File: src/ptc_pkg.sv
// Shared types and constants for the pressure/temperature compensation core.
// No dependencies.
`default_nettype none
package ptc_pkg;

   localparam int unsigned FINE_OFFSET = 128000;
   localparam int unsigned NP_BASE     = 1048576;
   localparam int unsigned DIV_SCALE   = 3125;
   localparam int unsigned DIV_STEPS   = 64;

   typedef enum logic [1:0] {
      CSR_TEMP_COEFFS  = 2'd0,
      CSR_PRESS_LOW    = 2'd1,
      CSR_PRESS_HIGH   = 2'd2,
      CSR_PRESS_NINE   = 2'd3
   } csr_index_type;

   typedef struct packed {
      logic [15:0] t1;
      logic [15:0] t2;
      logic [15:0] t3;
      logic [15:0] p1;
      logic [15:0] p2;
      logic [15:0] p3;
      logic [15:0] p4;
      logic [15:0] p5;
      logic [15:0] p6;
      logic [15:0] p7;
      logic [15:0] p8;
      logic [15:0] p9;
   } coeff_type;

   typedef struct packed {
      logic [31:0] fine;
      logic [31:0] temp;
      logic [19:0] raw_p;
   } temp_out_type;

   typedef struct packed {
      logic [63:0] num;
      logic [63:0] den;
      logic [31:0] temp;
   } div_in_type;

   typedef struct packed {
      logic [63:0] quot;
      logic [31:0] temp;
      logic        bad;
   } post_in_type;

   typedef struct packed {
      logic [31:0] temp;
      logic [31:0] press;
      logic        invalid;
   } result_type;

   function automatic logic [63:0] sx16(input logic [15:0] v);
      return {{48{v[15]}}, v};
   endfunction

endpackage
`default_nettype wire

File: src/ptc_temp.sv
// Temperature path: five stages producing fine temperature and centi-degrees.
// Depends on ptc_pkg.
`default_nettype none
module ptc_temp (
   input  wire logic                  clock,
   input  wire logic                  reset,
   input  wire logic                  advance,
   input  wire ptc_pkg::coeff_type    coeff,
   input  wire logic                  in_valid,
   input  wire logic [19:0]           raw_t,
   input  wire logic [19:0]           raw_p,
   output logic                       out_valid,
   output ptc_pkg::temp_out_type      out_data
);
   import ptc_pkg::*;

   logic [4:0]  vld_ff, vld_in;
   logic [31:0] d1_ff, d1_in, d2_ff, d2_in;
   logic [31:0] m1_ff, m1_in, m2_ff, m2_in;
   logic [31:0] tv1_ff, tv1_in, m3_ff, m3_in;
   logic [31:0] fine4_ff, fine4_in;
   logic [31:0] fine5_ff, fine5_in, temp_ff, temp_in;
   logic [19:0] p1_ff, p2_ff, p3_ff, p4_ff, p5_ff;
   logic [31:0] sq, f5;

   always_comb begin
      vld_in   = {vld_ff[3:0], in_valid};
      d1_in    = {15'b0, raw_t[19:3]} - {15'b0, coeff.t1, 1'b0};
      d2_in    = {16'b0, raw_t[19:4]} - {16'b0, coeff.t1};
      m1_in    = d1_ff * {{16{coeff.t2[15]}}, coeff.t2};
      m2_in    = d2_ff * d2_ff;
      tv1_in   = 32'($signed(m1_ff) >>> 11);
      sq       = 32'($signed(m2_ff) >>> 12);
      m3_in    = sq * {{16{coeff.t3[15]}}, coeff.t3};
      fine4_in = tv1_ff + 32'($signed(m3_ff) >>> 14);
      f5       = fine4_ff + {fine4_ff[29:0], 2'b0} + 32'd128;
      temp_in  = 32'($signed(f5) >>> 8);
      fine5_in = fine4_ff;
   end

   always_ff @(posedge clock) begin
      if (reset) begin
         vld_ff <= '0;
      end else if (advance) begin
         vld_ff <= vld_in;
      end
   end

   always_ff @(posedge clock) begin
      if (advance) begin
         d1_ff    <= d1_in;
         d2_ff    <= d2_in;
         p1_ff    <= raw_p;
         m1_ff    <= m1_in;
         m2_ff    <= m2_in;
         p2_ff    <= p1_ff;
         tv1_ff   <= tv1_in;
         m3_ff    <= m3_in;
         p3_ff    <= p2_ff;
         fine4_ff <= fine4_in;
         p4_ff    <= p3_ff;
         fine5_ff <= fine5_in;
         temp_ff  <= temp_in;
         p5_ff    <= p4_ff;
      end
   end

   assign out_valid      = vld_ff[4];
   assign out_data.fine  = fine5_ff;
   assign out_data.temp  = temp_ff;
   assign out_data.raw_p = p5_ff;
endmodule
`default_nettype wire

File: config.mk
export PLATFORM = sky130hd
export DESIGN_NAME = ptc_temp
export DESIGN_NICKNAME = d
export VERILOG_FILES = /design/src/ptc_pkg.sv /design/src/ptc_temp.sv
export SDC_FILE = /design/constraint.sdc
export NUM_CORES = 2
export LEC_CHECK = 0
export BUFFER_PORTS_ARGS = -buffer_cell sky130_fd_sc_hd__buf_2
export CAP_MARGIN = 10
export CORE_UTILIZATION = 46
export CTS_CLUSTER_DIAMETER = 150
export DETAILED_ROUTE_END_ITERATION = 8
export GPL_ROUTABILITY_DRIVEN = 0
export PLACE_DENSITY_LB_ADDON = 0.2
export RECOVER_POWER = 100
export SYNTH_ARGS = -nofsm -noshare
export SYNTH_HDL_FRONTEND = slang
export SYNTH_SLANG_ARGS = --single-unit
File: constraint.sdc
create_clock -name clock -period 7.38 [get_ports clock]
set_clock_uncertainty 0.2 [all_clocks]
set_input_delay 1.476 -clock clock [delete_from_list [all_inputs] [get_ports clock]]
set_output_delay 1.476 -clock clock [all_outputs]
set_load 0.02 [all_outputs]
# Word-level counts from Yosys, hierarchy flattened
# Index checks and enable logic that the tools add are counted.
classes:
  add_sub_neg: 5
  mul: 3
op_table:
  columns: ["operator", "n"]
  rows:
  - ["adder 32 bit", 1]
  - ["adder 32 x 8 -> 32 bit (second input constant)", 1]
  - ["multiplier 20 x 16 -> 32 bit", 1]
  - ["multiplier 32 x 16 -> 32 bit", 1]
  - ["multiplier 32 x 32 -> 32 bit", 1]
  - ["adder 21 x 18 -> 22 bit", 1]
  - ["subtractor 17 x 17 -> 18 bit", 1]
  - ["subtractor 16 x 16 -> 17 bit", 1]
word_totals:
  register_bits: 374
  out_inout_bits: 85
  wordCells: 23

# Logic depth before layout (Yosys ltp)
depth:
  word_depth: 2
  mapped_depth: 29
  depth_no_buf: 27

# Worst setup path before layout
# Ideal clock, no wire load.
synth_timing:
  path_kind: "input-to-reg"
  from: "in coeff[145] in the netlist's numbering"
  to: "reg m3_ff[26] (data pin)"
  setup_time_ns: 0.266
  arrival_time_ns: 7.327
  slack_ns: -0.413
  cell_stages: 25
  path_buffers: 2
  path_cell_list: "clkbuf_1 clkbuf_1 nand2_1 fa_1 inv_1 fa_1 inv_1 fa_1 inv_1 fa_1 inv_1 fa_1 inv_1 fa_1 ha_1 or2_2 a21o_1 a31oi_1 nand2_1 a22oi_1 o21ai_1 a311oi_1 nor2_1 o41ai_1 xnor2_1"
synth_via:
  elab_chain_len: 1
synth_lines:
  columns: ["item", "line_no", "rtl"]
  rows:
  - ["from (decl)", "ptc_temp.sv:8", "input wire ptc_pkg::coeff_type coeff,"]
  - ["multiplier 20 x 16 -> 32 bit", "ptc_temp.sv:34", "m3_in = sq * {{16{coeff.t3[15]}}, coeff.t3};"]
  - ["named net m3_in[26]", "ptc_temp.sv:20", "logic [31:0] tv1_ff, tv1_in, m3_ff, m3_in;"]
  - ["to (signal assigned)", "ptc_temp.sv:58", "m3_ff <= m3_in;"]
  - ["to (decl)", "ptc_temp.sv:20", null]
# The timed path passes the listed nets, and every way through them passes these cells.
# A chain may end at the register's enable or synchronous reset.

==> out/metrics.cfg <==
[synth]
synth-seq-area-share_pct=19.1
synth_fp_nets=5527
synth.yosys.warnings=0
mappedNetlistArea_um2=42300
synth_ff_type=sky130_fd_sc_hd__edfxtp_1
count_of_flip_flops_with_a_built_in_enable_after_synthesis=266
yosys_reg_bits=271
synth_most_common_cell=sky130_fd_sc_hd__inv_1
syn_avg_cell_area_um2=10.4
post_synth_inst_count=4052
yosysTopAreaCell=sky130_fd_sc_hd__fa_1
synthArstFlopShare_pct=0
yosys.cell_types.count=56
yosys.area.top_type_share_pct=40.9
synth_common_cells=sky130_fd_sc_hd__inv_1 (1023), sky130_fd_sc_hd__fa_1 (863), sky130_fd_sc_hd__nand2_1 (430)
synth.area.top_cells=sky130_fd_sc_hd__fa_1 (41%), sky130_fd_sc_hd__edfxtp_1 (19%), sky130_fd_sc_hd__ha_1 (11%)

[floorplanning]
placement_rows=110
die-height_um=305
die-width_um=305
io-pin-count=321
design.core.area_um2=90600
start_util_pct=46.7
die_area_um2=93100

[timing]
rsz0062_at_grt=yes
fmax_mhz=138
timing.final.hold_violations=0
max_slew.worst_pin.slew_ns=5.98
final_critical_path_setup_slack_ns=0.128
finalSetupViolCount=0
slew_headroom_pct=-299
fin_crit_ns=7.25
report.final.slew_viol_count=105
period_share_pct=98.3

[cts]
cts_num_sinks=271
htree_levels=1
clk_root_buffer_cell=sky130_fd_sc_hd__clkbuf_16
worst_skew_pair.late_latency_ns=0.62
clock_path_buffers=3
numCtsBuffers=30
clock_transition_at_the_registers_of_the_reported_paths_ns=0.06
cts_hold_buffers=0
cts_tree=built

[routing]
avgViaCountPerCell=4.82
drt_drc_violations_left=0
wl_per_cell_um=16.2
routed_wirelength_mm=90.3
drt_first_iter_violations=1247
drt-pass1-iter-count=5
route.vias.total=26832
drt.antenna.violating_nets=0

[worst_setup_path]
cp.required_ns=7.55
crit_start=d1_ff[9]
critPathKind=reg -> reg
r2r-start=d1_ff[9]
worstPathMaxFanout=5
r2r_end=m2_ff[29]
flop2flop_setup_slack_ns=0.13
category_of_the_worst_setup_path_launch_point=register
critical_path_arrival_ns=7.42
critPathCaptureType=register
r2r_cells=23

[finish]
final_cell_count_no_fill=5563
areaGrowthSynthToFinish_pct=11.7
antenna_cells=0
finish.net_count=5840
postLayoutCellArea_um2=47200
final_layout_size_suffix_gt1_share_pct=10.4
finish.utilization_pct=52.1

[place]
place.detailed.hpwl_mm=78.0
post-place-cells=5499
pre_cts_ws_ns=-0.674
placement.io_buffers=173
detailed_place.area_um2=45900

[grt]
gr-total-overflow=0
wire_length_of_the_first_global_routing_pass_mm=150
pin_count_of_the_biggest_net_entering_global_routing=169
grt_antenna_before_repair=1
first_global_vias=28952
global_route.usage.total_pct=20.3

[worst_hold_path]
timing.hold.worst.start=p1_ff[8]
end_point_of_the_most_critical_hold_path=p2_ff[8]
hold_depth=0
min-delay-path-class=reg -> reg

[status]
violated_checks=max-capacitance violations, max-slew violations
outcome=complete, but fails checks

[flow_run]
cap_viol_max_count=1

-- worst max-delay path by stage --
stage	end	cells past startpoint
final	m2_ff[29]	23
after global routing	m2_ff[29]	25
after CTS	m2_ff[29]	27
after detailed placement	m1_ff[31]	25
after global placement	m1_ff[30]	25
after floorplan	m3_ff[26]	25
-- critical path: stages (launching register included) --
cell and delay, ns:
sky130_fd_sc_hd__edfxtp_1 0.53, sky130_fd_sc_hd__buf_6 0.18, sky130_fd_sc_hd__and2_1 0.16, sky130_fd_sc_hd__fa_1 0.51
sky130_fd_sc_hd__fa_2 0.54, sky130_fd_sc_hd__inv_1 0.05, sky130_fd_sc_hd__fa_1 0.49, sky130_fd_sc_hd__fa_1 0.54
sky130_fd_sc_hd__inv_1 0.04, sky130_fd_sc_hd__ha_1 0.26, sky130_fd_sc_hd__ha_1 0.29, sky130_fd_sc_hd__fa_1 0.50
sky130_fd_sc_hd__fa_1 0.42, sky130_fd_sc_hd__ha_1 0.30, sky130_fd_sc_hd__a21o_1 0.21, sky130_fd_sc_hd__buf_4 0.14
sky130_fd_sc_hd__a21oi_2 0.13, sky130_fd_sc_hd__o31a_2 0.20, sky130_fd_sc_hd__a211oi_4 0.09, sky130_fd_sc_hd__o311a_4 0.40
sky130_fd_sc_hd__a41o_1 0.29, sky130_fd_sc_hd__a21o_1 0.22, sky130_fd_sc_hd__a211oi_2 0.23, sky130_fd_sc_hd__nor2_1 0.07
-- registers in the layout (all words and copies together) (netlist names) --
signal / flops
p3_ff: 20
d1_ff: 18
vld_ff: 5
p4_ff: 20
fine5_ff: 22
tv1_ff: 21
p1_ff: 20
temp_ff: 24
p2_ff: 20
m2_ff: 20
fine4_ff: 22
m3_ff: 18
m1_ff: 21
p5_ff: 20
-- repair_timing --
action / 4_1_cts / 5_1_grt
pin swaps: 3 / 37
setup buffers: 1 / 11
resized for setup: 6 / 74
setup endpoints to repair: 7 / 24
-- logic make-up (layout without fill, tap and decap cells) --
family          Yosys count  count (layout)  synth area share, %
xor+xnor                176             176                 3.65
simple gates            964             964                 11.0
mux                       8               8                0.189
buf+inv                1175            1510                 10.6
compound gates          219             219                 3.46
fa+ha+maj              1239            1239                 52.0
flops                   271             271                 19.1
-- per-layer routing --
layer / track usage (%) / wire length [um] / vias up
met5: 0 / 13 / -
li1: - / - / 12694
met3: 2.40 / 3460 / 130
met4: 5.61 / 2770 / 2
met2: 34.3 / 43300 / 455
met1: 27.7 / 40700 / 13551
-- cell usage in the layout, fill, tap and decap left out, types with 9 or more instances in the layout --
cell	instances
sky130_fd_sc_hd__and2_1	297
sky130_fd_sc_hd__a21o_1	35
sky130_fd_sc_hd__a21oi_1	49
sky130_fd_sc_hd__buf_4	244
sky130_fd_sc_hd__inv_1	1017
sky130_fd_sc_hd__xnor2_1	134
sky130_fd_sc_hd__nor3_1	17
sky130_fd_sc_hd__or2_2	9
sky130_fd_sc_hd__clkbuf_16	30
sky130_fd_sc_hd__fa_1	856
sky130_fd_sc_hd__nand2b_1	28
sky130_fd_sc_hd__nand2_1	425
sky130_fd_sc_hd__o21a_1	22
sky130_fd_sc_hd__clkbuf_1	96
sky130_fd_sc_hd__nor2b_1	21
sky130_fd_sc_hd__o21ai_0	36
sky130_fd_sc_hd__buf_2	74
sky130_fd_sc_hd__nor2_1	110
sky130_fd_sc_hd__ha_1	368
sky130_fd_sc_hd__and3_1	10
sky130_fd_sc_hd__nand3_1	16
sky130_fd_sc_hd__buf_6	12
sky130_fd_sc_hd__edfxtp_1	266
sky130_fd_sc_hd__xor2_1	38
-- cell type report --
class | instances | area, um2
inverters | 1024 | 3840
repair buffers | 432 | 2800
flip-flops and latches | 271 | 8090
well taps | 1176 | 1470
multi-input cells | 2606 | 30000
clock buffers | 34 | 766
clock inverters | 20 | 211
fillers | 8253 | 43400
-- stage by stage --
stage | hold slack, ns | setup TNS (ns)
5_1_grt | 0.221 | -0.430
3_5_place_dp | 0.205 | -9.62
3_3_place_gp | 0.200 | -8.83
2_1_floorplan | 0.200 | -0.0156
4_1_cts | 0.199 | -0.0256
6_report | 0.197 | 0
Power is not shown: default switching activity piles up to over one toggle a cycle in this logic, so the estimate is an artifact.
